`src/hdl/rgbfade_pkg.sv`:
```
// rgbfade_pkg: payload types, codes and color-stop constants for the
// rgb color-stop fade sequencer. No dependencies.
package rgbfade_pkg;

   localparam int DUR_W  = 16;
   localparam int TIME_W = 20;
   localparam int CHAN_W = 8;
   localparam int NUM_W  = 24;

   localparam logic [DUR_W-1:0]  BLACK_RESET = 16'd30000;
   localparam logic [TIME_W-1:0] CYCLE_MAX   = 20'hFFFFF;

   // item function codes
   localparam logic FUNC_WRITE = 1'b0;
   localparam logic FUNC_QUERY = 1'b1;

   typedef struct packed {
      logic              func;
      logic [3:0]        entry_index;
      logic [DUR_W-1:0]  duration_ms;
      logic [TIME_W-1:0] time_ms;
   } req_type;

   typedef struct packed {
      logic [CHAN_W-1:0] red;
      logic [CHAN_W-1:0] green;
      logic [CHAN_W-1:0] blue;
      logic              in_black_phase;
      logic              past_end;
      logic [TIME_W-1:0] cycle_length;
   } rsp_type;

   typedef struct packed {
      logic [CHAN_W-1:0] red;
      logic [CHAN_W-1:0] green;
      logic [CHAN_W-1:0] blue;
   } rgb_type;

   localparam rgb_type RGB_BLACK = '{red: 8'd0,   green: 8'd0,   blue: 8'd0};
   localparam rgb_type RGB_WHITE = '{red: 8'd255, green: 8'd255, blue: 8'd255};

   // first eight color stops
   function automatic rgb_type stop_lut(input logic [2:0] k);
      rgb_type c;
      case (k)
         3'd0: c = RGB_BLACK;
         3'd1: c = '{red: 8'd255, green: 8'd0,   blue: 8'd0};
         3'd2: c = '{red: 8'd0,   green: 8'd255, blue: 8'd0};
         3'd3: c = '{red: 8'd0,   green: 8'd0,   blue: 8'd255};
         3'd4: c = '{red: 8'd255, green: 8'd255, blue: 8'd0};
         3'd5: c = '{red: 8'd0,   green: 8'd255, blue: 8'd255};
         3'd6: c = '{red: 8'd128, green: 8'd0,   blue: 8'd128};
         3'd7: c = RGB_WHITE;
         default: c = RGB_BLACK;
      endcase
      return c;
   endfunction

   // level * x by shift and add; stop levels are only 0, 128 and 255
   function automatic logic [NUM_W-1:0] level_scale(input logic [CHAN_W-1:0] level,
                                                   input logic [DUR_W-1:0] x);
      logic [NUM_W-1:0] r;
      case (level)
         8'd255:  r = {x, 8'b0} - {8'b0, x};
         8'd128:  r = {1'b0, x, 7'b0};
         default: r = '0;
      endcase
      return r;
   endfunction

endpackage

```
`src/hdl/rgb_color_stop_fade_sequencer_top.sv`:
```
// rgb_color_stop_fade_sequencer_top: duration table memory, segment walk and
// blend divider. Depends on rgbfade_pkg.
//
// Color-stop fade sequencer. A write item (func 0) with an in-range index
// stores one duration in the table and answers with the new cycle length.
// A query (func 1) returns the color at time_ms: in the black phase it goes
// straight to the result register, else the table is walked one entry per
// cycle through its single read port, and a hit in a fade goes on through the
// numerator and the 8-step restoring divider that runs the three color
// channels side by side before the result register is loaded. One item
// is in work at a time; a new item is taken as soon as the previous result
// is loaded into the output register, even while it waits to be taken.
// The black phase length is written on the csr port, which is always ready.
module rgb_color_stop_fade_sequencer_top #(
   parameter int FADE_SEGMENTS = 8
) (
   input  logic                 clock,
   input  logic                 reset,
   input  logic                 req_valid,
   output logic                 req_ready,
   input  rgbfade_pkg::req_type req_payload,
   output logic                 rsp_valid,
   input  logic                 rsp_ready,
   output rgbfade_pkg::rsp_type rsp_payload,
   input  logic                 csr_valid,
   output logic                 csr_ready,
   input  logic [15:0]          csr_data
);

   localparam int ENTRY_COUNT = 2 * FADE_SEGMENTS - 1;
   localparam int AW = $clog2(ENTRY_COUNT + 1);
   localparam int KW = $clog2(FADE_SEGMENTS + 1);
   localparam int SW = $clog2(ENTRY_COUNT) + rgbfade_pkg::DUR_W;
   localparam int TW = (SW + 1 > rgbfade_pkg::TIME_W + 1) ? SW + 1 : rgbfade_pkg::TIME_W + 1;

   typedef enum logic [2:0] {
      S_IDLE, S_WR_UPD, S_WALK, S_NUM, S_DIV, S_RESULT
   } state_type;

   state_type state_ff;

   // stop color k of the sequence, black from the last stop on
   function automatic rgbfade_pkg::rgb_type stop_color(input logic [KW-1:0] k);
      int ki;
      ki = int'(k);
      if (ki >= FADE_SEGMENTS) return rgbfade_pkg::RGB_BLACK;
      else if (ki > 7) return rgbfade_pkg::RGB_WHITE;
      else return rgbfade_pkg::stop_lut(3'(ki));
   endfunction

   // duration table memory
   logic [rgbfade_pkg::DUR_W-1:0] dur_mem [ENTRY_COUNT];
   logic [rgbfade_pkg::DUR_W-1:0] rd_data_ff;
   logic                          rd_vld_ff;
   logic [ENTRY_COUNT-1:0]        vld_ff;
   logic                          rd_en;
   logic [AW-1:0]                 rd_addr;
   logic                          wr_en;

   // item registers
   logic [AW-1:0]                 addr_ff;
   logic [rgbfade_pkg::DUR_W-1:0] dur_w_ff;
   logic [15:0]                   black_ff;
   logic [SW-1:0]                 sum_ff;
   logic [SW-1:0]                 sum_in;

   // walk registers
   logic [rgbfade_pkg::TIME_W-1:0] ms_ff;
   logic [AW-1:0]                  iss_step_ff;
   logic [AW-1:0]                  cmp_step_ff;
   logic                           pend_ff;
   logic [rgbfade_pkg::DUR_W-1:0]  dur_q;
   logic [KW-1:0]                  seg;

   // blend lanes
   logic [rgbfade_pkg::DUR_W-1:0]  d_ff;
   logic [rgbfade_pkg::DUR_W-1:0]  diff_ff;
   logic [rgbfade_pkg::CHAN_W-1:0] lvl_a_ff [3];
   logic [rgbfade_pkg::CHAN_W-1:0] lvl_b_ff [3];
   logic [rgbfade_pkg::NUM_W-1:0]  rem_ff [3];
   logic [rgbfade_pkg::NUM_W-1:0]  rem_in [3];
   logic [rgbfade_pkg::CHAN_W-1:0] quo_ff [3];
   logic [rgbfade_pkg::CHAN_W-1:0] quo_in [3];
   logic [rgbfade_pkg::NUM_W-1:0]  num_in [3];
   logic [2:0]                     bit_ff;

   // result registers
   rgbfade_pkg::rgb_type color_ff;
   logic                 black_flag_ff;
   logic                 past_flag_ff;
   logic                 rsp_valid_ff;
   rgbfade_pkg::rsp_type rsp_ff;

   logic                          req_idx_ok;
   logic [TW-1:0]                 total_in;
   logic [rgbfade_pkg::TIME_W-1:0] cycle_len_in;
   rgbfade_pkg::rgb_type          stop_a;
   rgbfade_pkg::rgb_type          stop_b;

   assign req_ready   = (state_ff == S_IDLE);
   assign csr_ready   = 1'b1;
   assign rsp_valid   = rsp_valid_ff;
   assign rsp_payload = rsp_ff;

   assign req_idx_ok = 32'(req_payload.entry_index) < 32'(ENTRY_COUNT);
   assign dur_q      = rd_vld_ff ? rd_data_ff : '0;
   assign wr_en      = (state_ff == S_WR_UPD);
   assign sum_in     = sum_ff + SW'(dur_w_ff) - SW'(dur_q);
   assign seg        = KW'(cmp_step_ff >> 1);
   assign stop_a     = stop_color(seg);
   assign stop_b     = stop_color(seg + KW'(1));

   // cycle length, saturated
   assign total_in     = TW'(black_ff) + TW'(sum_ff);
   assign cycle_len_in = (total_in > TW'(rgbfade_pkg::CYCLE_MAX)) ?
                         rgbfade_pkg::CYCLE_MAX : total_in[rgbfade_pkg::TIME_W-1:0];

   // read port: entry of the incoming item, or the next walk step
   always_comb begin
      rd_en   = 1'b0;
      rd_addr = '0;
      if (state_ff == S_IDLE && req_valid && req_idx_ok) begin
         rd_en   = 1'b1;
         rd_addr = AW'(req_payload.entry_index);
      end else if (state_ff == S_WALK && iss_step_ff < AW'(ENTRY_COUNT)) begin
         rd_en   = 1'b1;
         rd_addr = iss_step_ff[0] ? AW'(FADE_SEGMENTS) + (iss_step_ff >> 1)
                                  : (iss_step_ff >> 1);
      end
   end

   always_ff @(posedge clock) begin
      if (wr_en) dur_mem[addr_ff] <= dur_w_ff;
      if (rd_en) rd_data_ff <= dur_mem[rd_addr];
   end

   // blend numerator and one restoring divide step per lane
   always_comb begin
      logic [rgbfade_pkg::NUM_W-1:0] shifted;
      logic [rgbfade_pkg::NUM_W:0]   trial;
      for (int l = 0; l < 3; l++) begin
         num_in[l] = rgbfade_pkg::level_scale(lvl_a_ff[l], diff_ff)
                   + rgbfade_pkg::level_scale(lvl_b_ff[l], ms_ff[rgbfade_pkg::DUR_W-1:0])
                   + {9'b0, d_ff[rgbfade_pkg::DUR_W-1:1]};
         shifted   = {8'b0, d_ff} << bit_ff;
         trial     = {1'b0, rem_ff[l]} - {1'b0, shifted};
         if (!trial[rgbfade_pkg::NUM_W]) begin
            rem_in[l] = trial[rgbfade_pkg::NUM_W-1:0];
            quo_in[l] = quo_ff[l] | (8'b1 << bit_ff);
         end else begin
            rem_in[l] = rem_ff[l];
            quo_in[l] = quo_ff[l];
         end
      end
   end

   // sequencer, table valid bits and result register
   always_ff @(posedge clock) begin
      if (reset) begin
         state_ff     <= S_IDLE;
         rsp_valid_ff <= 1'b0;
         black_ff     <= rgbfade_pkg::BLACK_RESET;
         sum_ff       <= '0;
         vld_ff       <= '0;
         pend_ff      <= 1'b0;
      end else begin
         if (csr_valid) black_ff <= csr_data;
         // result item taken, unless the next one loads in its place
         if (rsp_valid_ff && rsp_ready && state_ff != S_RESULT) rsp_valid_ff <= 1'b0;
         if (rd_en) rd_vld_ff <= vld_ff[rd_addr];

         case (state_ff)
            S_IDLE: begin
               if (req_valid) begin
                  addr_ff       <= AW'(req_payload.entry_index);
                  dur_w_ff      <= req_payload.duration_ms;
                  color_ff      <= rgbfade_pkg::RGB_BLACK;
                  black_flag_ff <= 1'b0;
                  past_flag_ff  <= 1'b0;
                  if (req_payload.func == rgbfade_pkg::FUNC_WRITE) begin
                     state_ff <= req_idx_ok ? S_WR_UPD : S_RESULT;
                  end else if (req_payload.time_ms < {4'b0, black_ff}) begin
                     black_flag_ff <= 1'b1;
                     state_ff      <= S_RESULT;
                  end else begin
                     ms_ff       <= req_payload.time_ms - {4'b0, black_ff};
                     iss_step_ff <= '0;
                     pend_ff     <= 1'b0;
                     state_ff    <= S_WALK;
                  end
               end
            end
            // old entry value is in the read register now
            S_WR_UPD: begin
               sum_ff          <= sum_in;
               vld_ff[addr_ff] <= 1'b1;
               state_ff        <= S_RESULT;
            end
            // one table entry compared per cycle, next read already issued
            S_WALK: begin
               pend_ff     <= rd_en;
               cmp_step_ff <= iss_step_ff;
               if (rd_en) iss_step_ff <= iss_step_ff + AW'(1);
               if (pend_ff) begin
                  if (ms_ff < rgbfade_pkg::TIME_W'(dur_q)) begin
                     if (!cmp_step_ff[0]) begin
                        d_ff        <= dur_q;
                        diff_ff     <= dur_q - ms_ff[rgbfade_pkg::DUR_W-1:0];
                        lvl_a_ff[0] <= stop_a.red;
                        lvl_a_ff[1] <= stop_a.green;
                        lvl_a_ff[2] <= stop_a.blue;
                        lvl_b_ff[0] <= stop_b.red;
                        lvl_b_ff[1] <= stop_b.green;
                        lvl_b_ff[2] <= stop_b.blue;
                        state_ff    <= S_NUM;
                     end else begin
                        color_ff <= stop_b;
                        state_ff <= S_RESULT;
                     end
                  end else begin
                     ms_ff <= ms_ff - rgbfade_pkg::TIME_W'(dur_q);
                     if (cmp_step_ff == AW'(ENTRY_COUNT - 1)) begin
                        past_flag_ff <= 1'b1;
                        state_ff     <= S_RESULT;
                     end
                  end
               end
            end
            S_NUM: begin
               for (int l = 0; l < 3; l++) begin
                  rem_ff[l] <= num_in[l];
                  quo_ff[l] <= '0;
               end
               bit_ff   <= 3'd7;
               state_ff <= S_DIV;
            end
            S_DIV: begin
               for (int l = 0; l < 3; l++) begin
                  rem_ff[l] <= rem_in[l];
                  quo_ff[l] <= quo_in[l];
               end
               bit_ff <= bit_ff - 3'd1;
               if (bit_ff == 3'd0) begin
                  color_ff.red   <= quo_in[0];
                  color_ff.green <= quo_in[1];
                  color_ff.blue  <= quo_in[2];
                  state_ff       <= S_RESULT;
               end
            end
            // load the output register once it is free
            S_RESULT: begin
               if (!rsp_valid_ff || rsp_ready) begin
                  rsp_ff.red            <= color_ff.red;
                  rsp_ff.green          <= color_ff.green;
                  rsp_ff.blue           <= color_ff.blue;
                  rsp_ff.in_black_phase <= black_flag_ff;
                  rsp_ff.past_end       <= past_flag_ff;
                  rsp_ff.cycle_length   <= cycle_len_in;
                  rsp_valid_ff          <= 1'b1;
                  state_ff              <= S_IDLE;
               end
            end
            default: state_ff <= S_IDLE;
         endcase
      end
   end

endmodule

```
`config.mk`:
```
export PLATFORM = sky130hd
export DESIGN_NAME = rgb_color_stop_fade_sequencer_top
export DESIGN_NICKNAME = d
export VERILOG_FILES = /design/src/hdl/rgbfade_pkg.sv /design/src/hdl/rgb_color_stop_fade_sequencer_top.sv
export SDC_FILE = /design/constraint.sdc
export NUM_CORES = 1
export LEC_CHECK = 0
export ABC_AREA = 1
export BUFFER_PORTS_ARGS = -buffer_cell sky130_fd_sc_hd__clkbuf_2
export CAP_MARGIN = 30
export CORE_UTILIZATION = 63
export CTS_BUF_LIST = sky130_fd_sc_hd__clkbuf_4 sky130_fd_sc_hd__clkbuf_8 sky130_fd_sc_hd__clkbuf_16
export DETAILED_ROUTE_END_ITERATION = 6
export PLACE_DENSITY = 0.8
export SLEW_MARGIN = 25
export SYNTH_ARGS = -nofsm -noshare
export SYNTH_HDL_FRONTEND = slang
export SYNTH_SLANG_ARGS = --single-unit
```
`constraint.sdc`:
```
create_clock -name clock -period 6.35 [get_ports clock]
set_clock_uncertainty 0.05 [all_clocks]
set_input_delay 0.9525 -clock clock [delete_from_list [all_inputs] [get_ports clock]]
set_output_delay 0.9525 -clock clock [all_outputs]
set_load 0.05 [all_outputs]
```
==> results of run 1 <==
## cells in the final DEF (no fill, tap or decap), types with 28 or more instances in the layout
cell type  netlist  routed
o21bai_1        52      52
or2_2           40      40
edfxtp_1       518     518
xnor2_1         46      46
clkbuf_16        0      66
o21ai_0        416     416
buf_4            8      45
fa_1            72      72
o211ai_1       117     117
a21oi_1        377     377
or2_1           29      29
nor2_1         457     449
ha_1           276     276
o21ai_1         28      28
dfxtp_1         61      61
nand2_1        789     788
o22ai_1         54      54
xor2_1          65      65
clkbuf_2         0     109
nand3_1        206     206
inv_1          494     494
nor3_1          44      43
## Yosys cell counts (all sizes together) (46+ instances only)
cell    count
a21oi     378
buf        46
clkbuf     78
dfxtp      61
edfxtp    518
fa         72
ha        276
inv       503
nand2     793
nand3     209
nor2      460
o211ai    117
o21ai     445
o21bai     53
o22ai      54
or2        69
xnor2      46
xor2       65
## sequential cells by signal, indices dropped and copies added, names as in the netlist, 3 cells and up, named ones only
| name | cells |
|---|---|
| diff_ff | 16 |
| dur_w_ff | 16 |
| color_ff | 24 |
| black_ff | 16 |
| ms_ff | 20 |
| dur_mem | 240 |
| rd_data_ff | 16 |
| quo_ff | 24 |
| state_ff | 3 |
| bit_ff | 3 |
| lvl_b_ff | 5 |
| vld_ff | 15 |
| sum_ff | 20 |
| d_ff | 16 |
| rsp_payload | 46 |
| cmp_step_ff | 4 |
| addr_ff | 4 |
| iss_step_ff | 4 |
| rem_ff | 72 |
| lvl_a_ff | 5 |
## power by group through the flow
stage	sequential [mW]	combinational [mW]	clock, mW
final	5.10	6.81	3.93
after global routing	5.12	7.47	4.10
after CTS	5.09	6.63	3.96
after floorplan	5.06	4.77	0
after detailed placement	5.17	6.55	0
after global placement	5.15	6.47	0
## routing by layer
layer	GRT usage (%)	share of wire, %
met1	48.8	39
met4	19.6	5.6
met5	0	0
met3	5.65	8.4
met2	62.7	47
## path summary, 6_finish.rpt
check / start / to / slack, ps / cells past startpoint
max: bit_ff[0]$_SDFFCE_PP1P_ / color_ff[12]$_SDFFCE_PN0P_ / 1120 / 17
min: color_ff[20]$_SDFFCE_PN0P_ / rsp_payload[42]$_DFFE_PP_ / 370 / 0
max reg2reg: bit_ff[0]$_SDFFCE_PP1P_ / color_ff[12]$_SDFFCE_PN0P_ / 1120 / 17
min reg2reg: color_ff[20]$_SDFFCE_PN0P_ / rsp_payload[42]$_DFFE_PP_ / 370 / 0
## cells by family (layout without fill, tap and decap cells)
group	Yosys count	count (layout)	synth area share, %
xor gates and xnor gates	111	111	2.53
and+or+nand+nor	1628	1628	17.7
buffers and inverters	630	780	6.48
AOI/OAI and AO/OA	1144	1144	16.8
DFF	579	579	43.6
other	1	1	0.00975
adders and majority gates	348	348	12.7
muxes	6	6	0.159
## worst max-delay path, cell delays in order (launching register included)
cell and delay (ps):
edfxtp_1 810, inv_1 420, nand2_1 160, nand2_1 70, nand2_1 60, o21ai_0 120, o21ai_0 870, ha_1 450
a21oi_1 310, o21ai_0 150, nand2_1 80, nand2_1 60, nand2_1 60, nand3_1 170, nand2_1 100, nand3_1 470
a21oi_1 390, o21ai_0 140
## cell type report
| type | count | share of cell area (%) |
|---|---|---|
| clock buffers | 86 | 4.32 |
| clock inverters | 29 | 1.10 |
| inverters | 506 | 4.52 |
| multi-input cells | 3238 | 45.6 |
| flip-flops and latches | 579 | 39.8 |
| well taps | 782 | 2.32 |
| repair buffers | 159 | 2.31 |
## metrics by stage
stage,instances,hold slack (ps),utilization (%),area (um2),worst slack [ps]
final,5379,366,69.9,42200,1120
after global routing,5379,371,69.9,42200,828
after CTS,5375,368,69.8,42100,1210
after detailed placement,5260,355,66.0,39800,1210
after global placement,5258,351,65.9,39800,1190
after floorplan,4447,350,-,38500,998
==> impl_metrics.tcl, run 1 <==
set metrics [dict create \
    outcome "finished, violations left" \
    failed_checks "design-rule violations" \
    io_buffers 109 \
    ir_worst_vdd_uv 373 \
    hp-class "reg2reg" \
    initial_core_util_pct 63.7 \
    ys_seq_area_share_pct 43.6 \
    die_x_um 249 \
    synth_flop_cell "edfxtp_1" \
    syn-num-nets 4857 \
    final_nets 4960 \
    netlist.area_leader.share_pct 40.4 \
    antenna_found_initial 0 \
    drt-initial-drc-count 3581 \
    cap_violations 0 \
    rows 90 \
    clk_pin_slew_worst_paths_ps 60 \
    ios 111 \
    root_buffer "clkbuf_16" \
    fmax_mhz 191 \
    die_h_um 249 \
    vias 33200 \
    ys_ff_latch 579 \
    cp-start-kind "flop" \
    worst_pin_slew_ps 1060 \
    maxSlewHeadroom_pct 28.4 \
    power_density_nw_per_um2 376 \
    pwr-share-comb_pct 43.0 \
    setup_viol 0 \
    htreeDepth 3 \
    intPower_mw 9.29 \
    end_kind "flop" \
    min_period_ps 5230 \
    cts_made_buffers 66 \
    cp_max_fo 26 \
    cts_tree "built" \
    cts.sinks 579 \
    seq_power_share_pct 32.2 \
    fin_crit_sh_pct 82.4 \
    seq_area_um2 16800 \
    drt-vias-per-instance 6.16 \
    finalMaxSlewViolations 0 \
    p_total_mw 15.8 \
    ant_nets 0 \
    insertion_delay_ps 650 \
    synth.top_cells.by_area "edfxtp_1, ha_1, nand2_1, o21ai_0, a21oi_1" \
    grt_max_degree 98 \
    die-area_um2 62100 \
    grt_setup_unrepaired "false" \
    drive_gt1_share_pct 7.42 \
    p_clk_share_pct 24.8 \
    routed_wl_mm 119 \
    grt_overflow 0 \
    p_sw_share_pct 41.3 \
    worst_ep_required_time_ps 6650 \
    postSynthAreaPerCell_um2 8.65 \
    fill_cells 4756 \
    diodes 0 \
    first_pass_iters 7 \
    post-cts-setup-buffers 0 \
    cp.arrival_ps 5530 \
    synthToLayoutAreaGrowth_pct 9.60 \
    synth_top_cell_by_area "edfxtp_1" \
    wl_per_cell_um 22.2 \
    grt_first_pass_wirelength_mm 180 \
    drcViolationCount 39 \
    syn_inst 4447 \
    switching_power_mw 6.55 \
    clockBufferDepth 3 \
    fin_tns_setup_ps 0 \
    synth_edf_count 518 \
    power.leakage_nw 18.0 \
    critPathKind "reg2reg" \
    yosysUniqueCellTypes 58 \
    synth_area_um2 38500 \
    async_reset_ff_share_pct 0 \
    multiInputGateArea_um2 19200 \
    gp_congestion 1.08 \
    core_area_um2 60400 \
    finalHoldViolations 0 \
    cts_resized 0 \
    track_usage_pct 38.0 \
    ctsHoldBuffers 0 \
    yosysWarnings 0 \
    dp_hpwl_mm 88.5 \
    grt_pass1_vias 31300 \
]
(Power assumes the default switching activity.)
==> run 2: changes to the inputs <==
ABC_AREA = 0   (was 1)
clock period = 4.83 ns   (was 6.35 ns; I/O delays follow)
==> impl_metrics.tcl, run 2 <==
set metrics [dict create \
    outcome "finished, violations left" \
    failed_checks "design-rule violations, negative setup slack" \
    cpPeakStageDelay_ps 480 \
    die_h_um 247 \
    worst_pin_slew_ps 973 \
    finalHoldViolations 0 \
    crit_family "compound AO/OA/AOI/OAI gates" \
    core_area_um2 59200 \
    final_nets 4512 \
    layout_setup_ws_ps -101 \
    insertion_delay_ps 690 \
    cp_common_cell "buf_4" \
    hp-class "in2reg" \
    final-instance-count-excl-fill 4927 \
    power.leakage_nw 18.2 \
    power_density_nw_per_um2 438 \
    postSynthAreaPerCell_um2 9.86 \
    critPathKind "reg2reg" \
    fin_crit_sh_pct 102 \
    gp_congestion 1.01 \
    end_kind "flop" \
    synth_flop_cell "edfxtp_1" \
    yosysUniqueCellTypes 89 \
    syn-num-nets 4254 \
    drt-initial-drc-count 3235 \
    ff2ff_setup_slack_ps -100 \
    routed_wl_mm 109 \
    cts_made_buffers 60 \
    drive_gt1_share_pct 14.3 \
    synth.most_common_cell "nand2_1" \
    grt_max_degree 75 \
    synth_area_um2 37900 \
    fmax_mhz 203 \
    clockBufferDepth 3 \
    syn_inst 3844 \
    rows 89 \
    ios 111 \
    netlist.area_leader.share_pct 41.1 \
    die-area_um2 61100 \
    whs_ps 159 \
    ant_nets 0 \
    post_synth_most_frequent_cells "nand2_1, edfxtp_1, nor2_1, a21oi_1, ha_1" \
    ys_ff_latch 579 \
    root_buffer "clkbuf_16" \
    largest_register_ffs 240 \
    ctsHoldBuffers 0 \
    worst_ep_required_time_ps 5160 \
    setup_viol 9 \
    dp_hpwl_mm 78.2 \
    final_cell_mix "nand2_1, edfxtp_1, nor2_1" \
    multiInputGateArea_um2 20400 \
    min_period_ps 4930 \
    ys_seq_area_share_pct 44.3 \
    seq_area_um2 16800 \
    fill_cells 4092 \
    synthToLayoutAreaGrowth_pct 15.3 \
    cap_violations 0 \
    worst_path_max_delay_cell "fa_1" \
    cp-start-kind "flop" \
    critPathBufInv 5 \
    vias 31200 \
    drcViolationCount 2 \
    grt_setup_unrepaired "true" \
    yosysWarnings 0 \
    drt-vias-per-instance 6.34 \
    cp.arrival_ps 5260 \
    cp_max_fo 3 \
    grt_overflow 0 \
    async_reset_ff_share_pct 0 \
    track_usage_pct 35.1 \
    htreeDepth 2 \
    place_inst 4800 \
    initial_core_util_pct 64.0 \
    clk_pin_slew_worst_paths_ps 70 \
    maxSlewHeadroom_pct 35.1 \
    grt_first_pass_wirelength_mm 165 \
    first_pass_iters 7 \
    wl_per_cell_um 22.2 \
    synth_top_cell_by_area "edfxtp_1" \
    diodes 0 \
    cts_tree "built" \
    ir_worst_vdd_uv 420 \
    cts.sinks 579 \
    synth.top_cells.by_area "edfxtp_1, ha_1, nand2_1, a21oi_1, fa_1" \
    die_x_um 247 \
    antenna_found_initial 0 \
    finalMaxSlewViolations 0 \
    grt_pass1_vias 30100 \
    p_total_mw 19.1 \
    top_register "dur_mem" \
    synth_edf_count 518 \
    io_buffers 109 \
    final_common_cell "nand2_1" \
]
[run 2: routing by layer]
| layer | track usage, % | up-vias | part of all wire [%] |
|---|---|---|---|
| met5 | 0 | - | 0 |
| met4 | 16.7 | 0 | 5.3 |
| met3 | 5.02 | 349 | 9.4 |
| met2 | 56.4 | 1745 | 46 |
| met1 | 46.8 | 14800 | 39 |
| li1 | - | 14400 | - |
[run 2: final cells by class]
type,count,area share [%]
clock buffer,88,4.02
inverter,211,1.81
multi-input combinational,2894,46.6
tap,773,2.21
timing repair buffer,356,5.80
sequential,579,38.4
clock inverter,26,1.13
[run 2: final timing paths]
path	startpoint	endpoint	depth (start not counted)
max	ms_ff[8]$_DFFE_PP_	rem_ff[0][69]$_DFFE_PP_	25
min	req_payload[24]	dur_w_ff[4]$_DFFE_PP_	1
max reg2reg	ms_ff[8]$_DFFE_PP_	rem_ff[0][69]$_DFFE_PP_	25
min reg2reg	color_ff[13]$_SDFFCE_PN0P_	rsp_payload[35]$_DFFE_PP_	0
[run 2: metrics by stage]
| stage | setup slack (ps) | cell area, um2 | TNS [ps] | util [%] |
|---|---|---|---|---|
| global placement | -146 | 40800 | -563 | 68.9 |
| global route | -271 | 43700 | -2790 | 73.7 |
| CTS | 12.1 | 43200 | 0 | 73.0 |
| detailed placement | -285 | 40800 | -2750 | 68.9 |
| floorplan | 77.5 | 38000 | 0 | - |
| finish | -101 | 43700 | -495 | 73.7 |
[run 2: what timing repair did]
action                                  4_1_cts  5_1_grt
setup buffers                                 4        5
pin swaps                                     4       36
resized for setup                            25       66
gates cloned                                  0        2
endpoints found under the setup margin       23       63
[run 2: cells by family after synthesis]
group | after synthesis | share of synthesized area, %
adders and majority gates | 349 | 12.9
AOI/OAI and AO/OA | 885 | 15.1
DFF | 579 | 44.3
buffers and inverters | 373 | 3.75
muxes | 92 | 2.65
xor gates and xnor gates | 218 | 5.04
and+or+nand+nor | 1347 | 16.3
other | 1 | 0.00990
[run 2: power by group]
group | total (mW) | internal [mW] | switching, mW
Clock | 5.18 | 3.13 | 2.05
Combinational | 7.41 | 2.89 | 4.52
Sequential | 6.52 | 6.18 | 0.331
